`config.mk`:
```
export PLATFORM = sky130hd
export DESIGN_NAME = fragment_reassembly_tracker
export DESIGN_NICKNAME = d
export VERILOG_FILES = /design/src/frt_pkg.sv /design/src/frt_ctrl.sv /design/src/frt_dp.sv /design/src/fragment_reassembly_tracker.sv
export SDC_FILE = /design/constraint.sdc
export NUM_CORES = 1
export LEC_CHECK = 0
export ABC_AREA = 1
export BUFFER_PORTS_ARGS = -buffer_cell sky130_fd_sc_hd__buf_2
export CAP_MARGIN = 20
export CORE_MARGIN = 8
export CORE_UTILIZATION = 24
export DETAILED_ROUTE_END_ITERATION = 12
export SKIP_CTS_REPAIR_TIMING = 1
export SYNTH_ARGS = -nofsm -noshare
export SYNTH_HDL_FRONTEND = slang
export SYNTH_SLANG_ARGS = --single-unit
```
`constraint.sdc`:
```
create_clock -name i_clk -period 8.8 [get_ports i_clk]
set_input_delay 1.32 -clock i_clk [delete_from_list [all_inputs] [get_ports i_clk]]
set_output_delay 1.32 -clock i_clk [all_outputs]
set_load 0.1 [all_outputs]
```
`src/frt_pkg.sv`:
```
// frt_pkg: shared types and constants for the fragment reassembly tracker
// result status codes, controller states, controller/datapath command and status structs
// no dependencies
package frt_pkg;

    localparam int unsigned MSG_W   = 32;
    localparam int unsigned IDX_W   = 16;
    localparam int unsigned TALLY_W = 16;

    localparam logic [IDX_W-1:0] END_MARK = 16'hFFFF;

    typedef enum logic [2:0] {
        ST_STORED    = 3'd0,
        ST_DUP       = 3'd1,
        ST_BAD_INDEX = 3'd2,
        ST_BAD_SUM   = 3'd3,
        ST_COMPLETE  = 3'd4,
        ST_MISSING   = 3'd5
    } t_status;

    typedef enum logic [0:0] {
        S_IDLE = 1'b0,
        S_SCAN = 1'b1
    } t_state;

    // one-cycle commands from the controller to the datapath
    typedef struct packed {
        logic do_frag;
        logic do_complete;
        logic scan_start;
        logic scan_step;
        logic scan_end;
    } t_dp_cmd;

    // datapath status seen by the controller
    typedef struct packed {
        logic counts_equal;
        logic scan_done;
    } t_dp_sts;

endpackage

```
`src/frt_ctrl.sv`:
```
// frt_ctrl: controller state machine of the fragment reassembly tracker
// decodes accepted beats and sequences the missing-index scan
// depends on frt_pkg
module frt_ctrl import frt_pkg::*; (
    input  logic    i_clk,
    input  logic    i_rst_n,
    input  logic    i_start,
    input  logic    i_mode,
    input  t_dp_sts i_sts,
    output logic    o_busy,
    output t_dp_cmd o_cmd
);

    t_state r_state;
    t_state n_state;

    always_ff @(posedge i_clk) begin
        if (!i_rst_n) begin
            r_state <= S_IDLE;
        end else begin
            r_state <= n_state;
        end
    end

    always_comb begin
        n_state = r_state;
        o_busy  = 1'b0;
        o_cmd   = '0;
        case (r_state)
            S_IDLE: begin
                if (i_start) begin
                    if (!i_mode) begin
                        o_cmd.do_frag = 1'b1;
                    end else if (i_sts.counts_equal) begin
                        o_cmd.do_complete = 1'b1;
                    end else begin
                        o_cmd.scan_start = 1'b1;
                        n_state          = S_SCAN;
                    end
                end
            end
            S_SCAN: begin
                o_busy = 1'b1;
                if (i_sts.scan_done) begin
                    o_cmd.scan_end = 1'b1;
                    n_state        = S_IDLE;
                end else begin
                    o_cmd.scan_step = 1'b1;
                end
            end
            default: begin
                n_state = S_IDLE;
            end
        endcase
    end

`ifndef SYNTHESIS
    a_cmd_onehot: assert property (@(posedge i_clk) disable iff (!i_rst_n)
        $onehot0(o_cmd))
        else $error("more than one datapath command at once");
`endif

endmodule

```
`src/frt_dp.sv`:
```
// frt_dp: datapath of the fragment reassembly tracker
// receive bitmap, counters, message id, scan counters and the result register
// depends on frt_pkg; driven by frt_ctrl commands
module frt_dp import frt_pkg::*; #(
    parameter int unsigned MAX_FRAGS = 32
) (
    input  logic               i_clk,
    input  logic               i_rst_n,
    input  t_dp_cmd            i_cmd,
    input  logic [MSG_W-1:0]   i_message_id,
    input  logic [IDX_W-1:0]   i_frag_index,
    input  logic [IDX_W-1:0]   i_frag_total,
    input  logic               i_checksum_ok,
    output t_dp_sts            o_sts,
    output logic               o_valid,
    output logic [2:0]         o_status,
    output logic [IDX_W-1:0]   o_missing_index,
    output logic [TALLY_W-1:0] o_tally,
    output logic               o_all_received,
    output logic               o_last
);

    localparam int unsigned BW = (MAX_FRAGS > 1) ? $clog2(MAX_FRAGS) : 1;
    localparam int unsigned CW = $clog2(MAX_FRAGS + 1);
    localparam int unsigned IW = $clog2(2 * MAX_FRAGS + 1);

    // tracker state
    logic [MAX_FRAGS-1:0] r_seen,  n_seen;
    logic [TALLY_W-1:0]   r_ec,    n_ec;
    logic [CW-1:0]        r_rc,    n_rc;
    logic [MSG_W-1:0]     r_msg,   n_msg;
    // scan counters
    logic [IW-1:0]        r_i,     n_i;
    logic [CW-1:0]        r_n,     n_n;
    // result register
    logic                 r_valid, n_valid;
    t_status              r_status, n_status;
    logic [IDX_W-1:0]     r_midx,  n_midx;
    logic [TALLY_W-1:0]   r_tally, n_tally;
    logic                 r_all,   n_all;
    logic                 r_last,  n_last;

    logic [BW-1:0]        rd_addr;
    logic                 bit_seen;
    logic                 bad_index;
    logic                 restart;
    logic                 dup;
    logic [MAX_FRAGS-1:0] seen_base;
    logic [CW-1:0]        rc_base;
    logic                 i_beyond;
    logic                 missing;

    // single bitmap read port, shared by fragment lookup and scan
    assign rd_addr  = i_cmd.scan_step ? r_i[BW-1:0] : i_frag_index[BW-1:0];
    assign bit_seen = r_seen[rd_addr];

    assign bad_index = (i_frag_index >= IDX_W'(MAX_FRAGS)) || (i_frag_index >= i_frag_total);
    assign restart   = (r_ec == '0) || (r_msg != i_message_id);
    assign dup       = !restart && bit_seen;
    assign seen_base = restart ? '0 : r_seen;
    assign rc_base   = restart ? '0 : r_rc;

    assign i_beyond = (r_i >= IW'(MAX_FRAGS));
    assign missing  = i_beyond || !bit_seen;

    assign o_sts.counts_equal = ({{(TALLY_W-CW){1'b0}}, r_rc} == r_ec);
    assign o_sts.scan_done    = ({{(TALLY_W-IW){1'b0}}, r_i} >= r_ec)
                                || (r_n == CW'(MAX_FRAGS));

    always_comb begin
        n_seen   = r_seen;
        n_ec     = r_ec;
        n_rc     = r_rc;
        n_msg    = r_msg;
        n_i      = r_i;
        n_n      = r_n;
        n_valid  = 1'b0;
        n_status = r_status;
        n_midx   = r_midx;
        n_tally  = r_tally;
        n_all    = r_all;
        n_last   = r_last;

        if (i_cmd.do_frag) begin
            n_valid = 1'b1;
            n_midx  = '0;
            n_last  = 1'b1;
            if (bad_index) begin
                n_status = ST_BAD_INDEX;
            end else if (!i_checksum_ok) begin
                n_status = ST_BAD_SUM;
            end else begin
                n_seen = seen_base;
                n_seen[i_frag_index[BW-1:0]] = 1'b1;
                if (restart) begin
                    n_msg = i_message_id;
                    n_ec  = i_frag_total;
                end
                if (dup) begin
                    n_status = ST_DUP;
                    n_rc     = rc_base;
                end else begin
                    n_status = ST_STORED;
                    n_rc     = rc_base + CW'(1);
                end
            end
            n_tally = {{(TALLY_W-CW){1'b0}}, n_rc};
            n_all   = (n_tally == n_ec);
        end

        if (i_cmd.do_complete) begin
            n_valid  = 1'b1;
            n_status = ST_COMPLETE;
            n_midx   = '0;
            n_tally  = r_ec;
            n_all    = 1'b1;
            n_last   = 1'b1;
            n_seen   = '0;
            n_ec     = '0;
            n_rc     = '0;
            n_msg    = '0;
        end

        if (i_cmd.scan_start) begin
            n_i = '0;
            n_n = '0;
        end

        if (i_cmd.scan_step) begin
            n_i = r_i + IW'(1);
            if (missing) begin
                n_valid  = 1'b1;
                n_status = ST_MISSING;
                n_midx   = {{(IDX_W-IW){1'b0}}, r_i};
                n_tally  = '0;
                n_all    = 1'b0;
                n_last   = 1'b0;
                n_n      = r_n + CW'(1);
            end
        end

        if (i_cmd.scan_end) begin
            n_valid  = 1'b1;
            n_status = ST_MISSING;
            n_midx   = END_MARK;
            n_tally  = {{(TALLY_W-CW){1'b0}}, r_n};
            n_all    = 1'b0;
            n_last   = 1'b1;
        end
    end

    always_ff @(posedge i_clk) begin
        if (!i_rst_n) begin
            r_seen  <= '0;
            r_ec    <= '0;
            r_rc    <= '0;
            r_msg   <= '0;
            r_i     <= '0;
            r_n     <= '0;
            r_valid <= 1'b0;
        end else begin
            r_seen  <= n_seen;
            r_ec    <= n_ec;
            r_rc    <= n_rc;
            r_msg   <= n_msg;
            r_i     <= n_i;
            r_n     <= n_n;
            r_valid <= n_valid;
        end
    end

    always_ff @(posedge i_clk) begin
        r_status <= n_status;
        r_midx   <= n_midx;
        r_tally  <= n_tally;
        r_all    <= n_all;
        r_last   <= n_last;
    end

    assign o_valid         = r_valid;
    assign o_status        = r_status;
    assign o_missing_index = r_midx;
    assign o_tally         = r_tally;
    assign o_all_received  = r_all;
    assign o_last          = r_last;

`ifndef SYNTHESIS
    a_counts_bounded: assert property (@(posedge i_clk) disable iff (!i_rst_n)
        (r_rc <= CW'(MAX_FRAGS)) && (r_n <= CW'(MAX_FRAGS)))
        else $error("received or missing count above fragment limit");

    a_complete_clears: assert property (@(posedge i_clk) disable iff (!i_rst_n)
        (r_valid && r_status == ST_COMPLETE) |-> (r_ec == '0 && r_rc == '0 && r_seen == '0))
        else $error("tracker not cleared with complete report");

    a_entry_counted: assert property (@(posedge i_clk) disable iff (!i_rst_n)
        (r_valid && !r_last) |-> (r_status == ST_MISSING && r_n != '0))
        else $error("non-final result that is not a counted missing entry");
`endif

endmodule

```
`src/fragment_reassembly_tracker.sv`:
```
// fragment_reassembly_tracker: top level, receive bitmap tracker for multi-fragment messages
// joins the controller (frt_ctrl) and the datapath (frt_dp)
// depends on frt_pkg
//
// A beat is taken at a rising edge with start high and busy low. A fragment beat
// (i_mode 0) is checked, updates the bitmap and counters, and yields one result on
// the next cycle; a new fragment beat may follow in the very next cycle, so
// fragments run at one per clock. A report beat (i_mode 1) on a complete or empty
// tracker yields one complete result on the next cycle and clears the tracker, also
// at one per clock. A report on an incomplete tracker starts a scan of the bitmap,
// one index per cycle through a single bitmap read port; busy stays high until the
// scan stops at the expected count or after MAX_FRAGS missing entries. Each missing
// index comes out as its own result in the cycle after it is examined, followed by
// the end marker (index 0xFFFF, tally = missing count) with o_last set. Results are
// shown for exactly one cycle, marked by o_valid, and cannot be held off.
module fragment_reassembly_tracker import frt_pkg::*; #(
    parameter int unsigned MAX_FRAGS = 32
) (
    input  logic               i_clk,
    input  logic               i_rst_n,
    // command side
    input  logic               start,
    output logic               busy,
    input  logic               i_mode,
    input  logic [MSG_W-1:0]   i_message_id,
    input  logic [IDX_W-1:0]   i_frag_index,
    input  logic [IDX_W-1:0]   i_frag_total,
    input  logic               i_checksum_ok,
    // result side
    output logic               o_valid,
    output logic [2:0]         o_status,
    output logic [IDX_W-1:0]   o_missing_index,
    output logic [TALLY_W-1:0] o_tally,
    output logic               o_all_received,
    output logic               o_last
);

    t_dp_cmd cmd;
    t_dp_sts sts;

    // controller: beat decode and scan sequencing
    frt_ctrl u_ctrl (
        .i_clk   (i_clk),
        .i_rst_n (i_rst_n),
        .i_start (start),
        .i_mode  (i_mode),
        .i_sts   (sts),
        .o_busy  (busy),
        .o_cmd   (cmd)
    );

    // datapath: bitmap, counters and registered result
    frt_dp #(
        .MAX_FRAGS (MAX_FRAGS)
    ) u_dp (
        .i_clk           (i_clk),
        .i_rst_n         (i_rst_n),
        .i_cmd           (cmd),
        .i_message_id    (i_message_id),
        .i_frag_index    (i_frag_index),
        .i_frag_total    (i_frag_total),
        .i_checksum_ok   (i_checksum_ok),
        .o_sts           (sts),
        .o_valid         (o_valid),
        .o_status        (o_status),
        .o_missing_index (o_missing_index),
        .o_tally         (o_tally),
        .o_all_received  (o_all_received),
        .o_last          (o_last)
    );

endmodule

```
# After elaboration in Yosys (flattened, before gate mapping)
# Cells that the tools add are included.
# word_totals
latch_bits	0
wordCells	107
input_bits	69
out_inout_bits	39
n_memories	0
romBits	0
register_bits	138
ram_bits	0
# op_classes
bitwise	4
mux	62
reduce_logical	13
addsub	3
order_cmp	7
shift	0
div	0
mul	0
n_eq_ne	4
# ops
op	n
$mux 16	12
$mux 6	9
$eq 6x16->1	2
$mux 32	1
$ne 32x32->1	1
$or 32x32->32	1
$mux 1	24
$mux 3	8
$ge 16x16->1	1
$ge 16x6->1 const B	1
$ge 7x16->1	1
$logic_not 16->1	1
$mux 7	2
$add 6x1->6 const B	2
$lt 5x6->1 const B	2
$add 7x1->7 const B	1
$ge 7x6->1 const B	1
$eq 6x6->1 const B	1
$bmux 1 s5	1
$demux 1 s5	1
$ge 5x1->1 const B	1
$mux 5	1
$logic_or 1x1->1	4
$mux 2	2
8 further kinds	12

# Logic depth before layout (Yosys ltp)
# Gate-level depths: netlist of the first run.
# depth
word_depth	17
depth_mapped	30
mapped_depth_nobuf	29

# By module
# From an unflattened synthesis of the first run, not the netlist that was laid out.
# unflattened
hier_cells	1229
hier_area_um2	7826.3
# by_module_without_submodules
module	cells_each	n_inst	seq_area_each_um2	area_each_um2
frt_dp	1211	1	2742.6	7737.4
frt_ctrl	18	1	20.0	88.8

# Least setup slack after synthesis of the first run
# Ideal clock, no wire load.
# synth_timing
kind	input to register
from	input port i_message_id[18]
to	register u_dp.r_all (netlist: u_dp.o_all_received)
path_buffers	0
t_arrival_ns	3.592
path_stages	17
required_ns	8.730
path_slack_ns	5.139
setup_ns	0.070
path_cell_list	xnor2_1 nand4_1 or4_1 nor2_1 inv_1 nor2_1 ha_1 nand3_1 nor3_1 nand3_1 nand2_1 nand2_1 a21oi_1 nand2_1 nor2_1 nand2_1 a21oi_1
# synth_via
elab_chain_cells	13
word_cells_on_any_way	19
classes_between	add/sub (1); eq/ne (2); mux (13); reduce/logical (3)
# synth_lines
element	line_no	source
from (decl)	fragment_reassembly_tracker.sv:25	input logic [MSG_W-1:0] i_message_id,
$ne 32x32->1 (*)	frt_dp.sv:58	assign restart = (r_ec == '0) || (r_msg != i_message_id);
$logic_or 1x1->1 (*)	frt_dp.sv:58	
$mux 6 or $logic_not 1->1 (tied branches)	frt_dp.sv:61, frt_dp.sv:59	
$add 6x1->6 or $logic_and 1x1->1 (tied branches)	frt_dp.sv:104, frt_dp.sv:59	
$mux 6	frt_dp.sv:99	if (dup) begin
$mux 6	frt_dp.sv:90	end else if (!i_checksum_ok) begin
$mux 6	frt_dp.sv:88	if (bad_index) begin
$mux 6	frt_dp.sv:84	if (i_cmd.do_frag) begin
$eq 6x16->1 (*)	frt_dp.sv:108	n_all = (n_tally == n_ec);
$mux 1 (*)	frt_dp.sv:84	
$mux 1 (*)	frt_dp.sv:111	if (i_cmd.do_complete) begin
$mux 1	frt_dp.sv:131	if (missing) begin
$mux 1 (*)	frt_dp.sv:129	if (i_cmd.scan_step) begin
to (signal assigned)	frt_dp.sv:176	r_all <= n_all;
to (decl)	frt_dp.sv:40	logic r_all, n_all;
# Every way passes the cells marked *; elsewhere a longest branch is shown, timed or not. The select of a mux whose other input is x is not followed.
# A chain may end at the register's enable or synchronous reset.

# Worst setup path in the final report of the first run
# layout_timing
from	input port i_frag_total[1]
to	register u_dp.r_msg[11]
# layout_via
elab_chain_cells	4
# layout_lines
element	line_no	source
from (decl)	fragment_reassembly_tracker.sv:27	input logic [IDX_W-1:0] i_frag_total,
$ge 16x16->1	frt_dp.sv:57	assign bad_index = (i_frag_index >= IDX_W'(MAX_FRAGS)) || (i_frag_index >= i_frag_total);
$logic_or 1x1->1	frt_dp.sv:57	
$not 1->1 (no line)	n/a	
$reduce_and 4->1 (no line)	n/a	
to (signal assigned)	frt_dp.sv:165	r_msg <= n_msg;
to (decl)	frt_dp.sv:31	logic [MSG_W-1:0] r_msg, n_msg;
# No other way between the ends.

==> results.toml, run 1 <==
[outcome]
outcome = "finished clean"

[power_and_ir_drop]
power_leakage_uw = 0.00370
powerDensity_nw_per_um2 = 229
vdd_drop_max_mv = 0.131

[hold_path]
hold_path_class = "reg -> reg"

[detailed_routing]
drtIter0Drc = 438
vias_per_cell = 4.66
postRouteAntennaNets = 0
drcViolationCount = 0
first_pass_iters = 6
wirelength_um = 22600
wire_per_inst_um = 14.5
via_count = 7252

[grt]
grt_max_degree = 87
first_global_vias = 6956
grt_pass1_wl_um = 36000
grt_overflow = 0
track_usage_pct = 12.2
antenna_found_initial = 5

[place]
place.gp.congestion = 0.884
io_buffers = 107
dp_hpwl_um = 16800
pre_cts_ws_ns = 3.15

[timing]
report.final.setup_viol = 0
tightestPinTransition_ns = 0.997
rsz0062_at_grt = "no"
layout_setup_ws_ns = 3.56
fmax_mhz = 191
finalSetupTns_ns = 0
fin_crit_ns = 5.24
relSlewSlack_pct = 33.5
hold_ws_ns = 0.423
min_period_over_period_pct = 59.6
fin_skew_ns = 0.0136
finalMaxSlewViolations = 0
hold_viol = 0

[worst_setup_path]
path_max_fanout = 41
critPathKind = "in -> reg"
cp-start-kind = "input pin"
crit_path_end_kind = "flop"
arrival_ns = 5.50
crit_required_ns = 9.06

[logic_synthesis]
syn-cell-area_sq_um = 7410
syn_inst = 1054
synth_compound_area_share_pct = 13.8
ys_ff_latch = 138
syn-num-nets = 1151
yosysWarnings = 0
synthAdderAreaFrac_pct = 4.73
synthSimpleGateAreaFrac_pct = 31.4
synth_flop_cell = "dfxtp_1"
synth_area_per_cell_sq_um = 7.03
yosysSeqAreaShare_pct = 37.3
synth_cell_type_count = 42
synth_edf_count = 0
ys_async_sr_fraction_pct = 0
synth_top_family_by_area = "simple AND/OR/NAND/NOR gates"
synth_xor_area_share_pct = 4.02
synthMuxAreaShare_pct = 0

[cells_and_area]
drive_gt1_share_pct = 15.7
syn_to_final_growth_pct = 19.7
final_nets = 1240
post-route-util_pct = 29.1

[die]
die_area_sq_um = 36800
pin_count = 108
rows = 64
initial_utilization_pct = 24.3
die_height_um = 192
dieWidth_um = 192
core_sq_um = 30500

[clock_network]
cts_buffer_depth = 2
h-tree-depth = 4
clock-root-buffer = "clkbuf_16"
clk_latency_ns = 0.43
clock_sinks = 138
cts_buffers = 17
clkTransAtPathRegs_ns = 0.07
cts_tree = "done"

[job]
max_cap_violations = 0
-- cell usage in the layout, fill, tap and decap left out, types with 3 or more instances in the layout --
master     netlist  final
dfxtp_1        138    138
o21ai_1          5      5
nand2_1        247    246
a31oi_1          4      4
nand4_1         20     20
nor3_1          21     20
inv_6            0      5
nand3_2          3      3
a211oi_1        12     12
inv_8            0      4
a221oi_1         3      3
or2_2            5      5
nand3_1        127    127
nand2_4          3      3
diode_2          0      4
inv_1          116    116
nor2_1          65     64
o211ai_1         7      7
o21ai_0         32     32
xor2_1           4      4
buf_2            3    107
a21oi_1        102    102
ha_1            28     28
nand2_2          6      7
nor4_1           6      6
xnor2_1         30     30
buf_4            3      6
o211ai_2         4      4
inv_2            4      4
clkbuf_16        0     17
-- cell type report --
cell class                      count  area (sq um)
Multi-Input combinational cell    751          4010
Inverter                          122           460
Sequential cell                   138          2760
Clock inverter                     15           131
Timing Repair Buffer              113           581
Fill cell                        3356         21600
Clock buffer                       17           425
Tap cell                          396           495
Antenna cell                        4          10.0
-- path summary, 6_finish.rpt --
kind / depth (start not counted) / end / from / slack [ns]
worst max-delay path: 17 / u_dp.r_msg[11] / i_frag_total[1] / 3.56
worst min-delay path: 2 / u_dp.o_tally[8] / u_dp.o_tally[8] / 0.42
worst max register to register: 24 / u_dp.o_valid / u_dp.r_ec[1] / 4.73
worst min register to register: 2 / u_dp.o_tally[8] / u_dp.o_tally[8] / 0.42
-- worst max-delay path, stage by stage --
cell	delay, ns
buf_2	0.13
inv_1	0.05
ha_1	0.29
a21oi_1	0.14
o21ai_0	0.10
nand2_1	0.09
o211ai_1	0.10
nand2_1	0.07
nand4_1	0.13
nor2_1	0.60
nand2_1	0.63
nor2_2	0.21
buf_4	0.40
inv_1	0.56
buf_4	0.45
nor2_1	0.13
a211oi_1	0.05
-- sequential cells by signal, summed over array words and instances, names as in the netlist --
name,count
u_dp.r_seen,32
u_dp.o_missing_index,16
u_dp.o_valid,1
u_dp.r_n,6
u_dp.o_status,3
u_dp.o_last,1
u_dp.r_i,7
u_dp.o_all_received,1
u_dp.r_msg,32
u_ctrl.r_state,1
u_dp.r_ec,16
u_dp.o_tally,16
u_dp.r_rc,6
-- cell usage after synthesis, drive strengths merged (12+ instances only) --
cell type,n,area (sq um)
a211oi,12,90.1
a21oi,102,510
clkbuf,32,120
dfxtp,138,2760
ha,28,350
inv,121,457
nand2,256,998
nand3,132,701
nand4,21,146
nor2,68,290
nor3,21,105
o21ai,39,218
xnor2,30,263
-- layer usage --
metal | vias up | routed length (um) | GRT usage [%]
met3 | 32 | 1080 | 2.41
met4 | 4 | 537 | 5.12
met2 | 211 | 11200 | 21.1
met5 | - | 26 | 0
met1 | 3324 | 9760 | 14.6
li1 | 3681 | - | -
-- cell families (layout without fill, tap and decap cells) --
group | Yosys count | after routing
DFF | 138 | 138
other | 0 | 4
xor gates and xnor gates | 34 | 34
and+or+nand+nor | 512 | 512
buffers and inverters | 165 | 267
AOI/OAI and AO/OA | 177 | 177
adders and majority gates | 28 | 28
-- where the power goes --
group / leakage [uW] / switching, uW / internal [uW]
Sequential: 0.00112 / 29.7 / 676
Combinational: 0.00231 / 516 / 121
Clock: 0.000273 / 316 / 372
Total: 0.00370 / 862 / 1170
-- per-stage QoR --
step | std cells | total power, uW | area, sq um
after floorplan | 1054 | 1230 | 7410
after global placement | 1520 | 1360 | 8310
after detailed placement | 1520 | 1360 | 8310
after CTS | 1552 | 2050 | 8860
after global routing | 1555 | 2120 | 8870
final | 1556 | 2030 | 8870
Power figures use the tool's default switching activity.
==> run 2, diff against run 1 <==
- clock period: 8.8 -> 4.8 ns (I/O delays scaled with it)
==> results.toml, run 2 (same netlist as run 1, synthesis figures left out) <==
[timing]
tightestPinTransition_ns = 0.848
rsz0062_at_grt = "no"
fin_crit_ns = 4.03
report.final.setup_viol = 0
hold_viol = 0
hold_ws_ns = 0.422
fmax_mhz = 248
min_period_over_period_pct = 84.0
relSlewSlack_pct = 43.3
fin_skew_ns = 0.0120
finalSetupTns_ns = 0
finalMaxSlewViolations = 0

[cells_and_area]
drive_gt1_share_pct = 16.0
top_regs = "u_dp.r_msg: 32 flops, u_dp.r_seen: 32 flops"
fillers = 3337
instances_no_fill = 1558
register_area_sq_um = 2760
multi_input_area_sq_um = 4010
post-route-util_pct = 29.3
final_nets = 1245
layout_common_cells = "nand2_1, dfxtp_1, nand3_1, inv_1, buf_2"
syn_to_final_growth_pct = 20.5
final_common_cell = "nand2_1"

[clock_network]
clkTransAtPathRegs_ns = 0.07
clock-root-buffer = "clkbuf_16"
cts_tree = "done"
h-tree-depth = 4
cts_buffers = 17
clk_latency_ns = 0.43
cts_buffer_depth = 2
clock_sinks = 138

[outcome]
outcome = "finished clean"

[die]
rows = 64
die_area_sq_um = 36800
core_sq_um = 30500
pin_count = 108
initial_utilization_pct = 24.3
die_height_um = 192
dieWidth_um = 192

[power_and_ir_drop]
vdd_drop_max_mv = 0.241
power_uw = 3780
power_leakage_uw = 0.00373
powerDensity_nw_per_um2 = 423

[worst_setup_path]
cp_cell_sequence = "inv_1 -> ha_1 -> nand2_1 -> nand2_1 -> nand2_1 -> nand2_1 -> nor2_1 -> nand2_1 -> nand2_2 -> nand3_4 -> inv_2 -> nand2_1 -> o21ai_1 -> nand3_1 -> nand3_1 -> nand3_2 -> nand2_4 -> nand3_4 -> inv_4 -> nor2_8 -> nor2_8 -> nand2_1 -> nand2_1 -> inv_1"
crit_required_ns = 5.13
cp-start-kind = "flop"
critical_path_buf_inv_count = 4
crit_path_end_kind = "flop"
crit_family = "simple AND/OR/NAND/NOR gates"
crit_top_cell = "nand2_1"
slowest_delay_ns = 0.41
crit_path_top_delay_cell = "dfxtp_1"
timing.reg2reg.setup_slack_ns = 0.77
arrival_ns = 4.36
path_max_fanout = 15
critPathKind = "reg -> reg"

[detailed_routing]
wirelength_um = 23100
first_pass_iters = 7
via_count = 7270
wire_per_inst_um = 14.8
drtIter0Drc = 444
drcViolationCount = 0
vias_per_cell = 4.67
postRouteAntennaNets = 0

[place]
dp.cells = 1525
io_buffers = 107
place.gp.congestion = 0.875
dp_hpwl_um = 17300

[hold_path]
hold_path_class = "reg -> reg"

[job]
max_cap_violations = 0

[grt]
grt_max_degree = 42
grt_pass1_wl_um = 36300
antenna_found_initial = 2
track_usage_pct = 12.4
first_global_vias = 6909
grt_overflow = 0
==> run 2: cell count changes in the layout (fill, tap and decap cells not counted) <==
cell and change:
buf_4 +5, bufinv_16 +2, clkbuf_8 +1, clkinvlp_4 +2
diode_2 -2, inv_6 -2, inv_8 -4
==> run 2: where the power goes <==
group	switching [uW]	total [uW]	leakage, uW	internal, uW
Combinational	947	1170	0.00233	225
Clock	539	1320	0.000275	779
Sequential	52.6	1290	0.00112	1240
Total	1540	3780	0.00373	2240
==> run 2: final timing paths <==
check                         from          endpoint  cells past startpoint
hold / removal    u_dp.o_tally[11]  u_dp.o_tally[11]                      2
hold reg to reg   u_dp.o_tally[11]  u_dp.o_tally[11]                      2
setup / recovery      u_dp.r_ec[5]      u_dp.o_valid                     24
setup reg to reg      u_dp.r_ec[5]      u_dp.o_valid                     24
==> run 2: layer usage <==
metal / GRT usage, % / share of wire [%] / vias up / wire [um]
met5: 0 / 0 / - / 0
met4: 5.39 / 2.5 / 0 / 568
met3: 2.12 / 4.5 / 32 / 1050
met2: 20.9 / 49 / 193 / 11200
met1: 15.4 / 44 / 3360 / 10200
li1: - / - / 3685 / -
==> run 2: layout make-up <==
| class | instances | area share (%) |
|---|---|---|
| multi-input combinational | 751 | 44.9 |
| sequential | 138 | 30.9 |
| timing repair buffer | 118 | 6.92 |
| tap | 396 | 5.55 |
| inverter | 122 | 5.15 |
| clock buffer | 18 | 4.92 |
| clock inverter | 13 | 1.61 |
| antenna | 2 | 0.0560 |
==> run 2: through the flow <==
stage	worst slack (ns)	area (sq um)
floorplan	1.74	7410
global placement	0.739	8350
detailed placement	0.657	8350
CTS	0.744	8930
global route	0.386	8930
finish	0.766	8930
==> run 2: worst min-delay path, cell delays in order, from the launching register on <==
cell and delay (ns):
dfxtp_1 0.30, inv_1 0.04, nor2_1 0.03
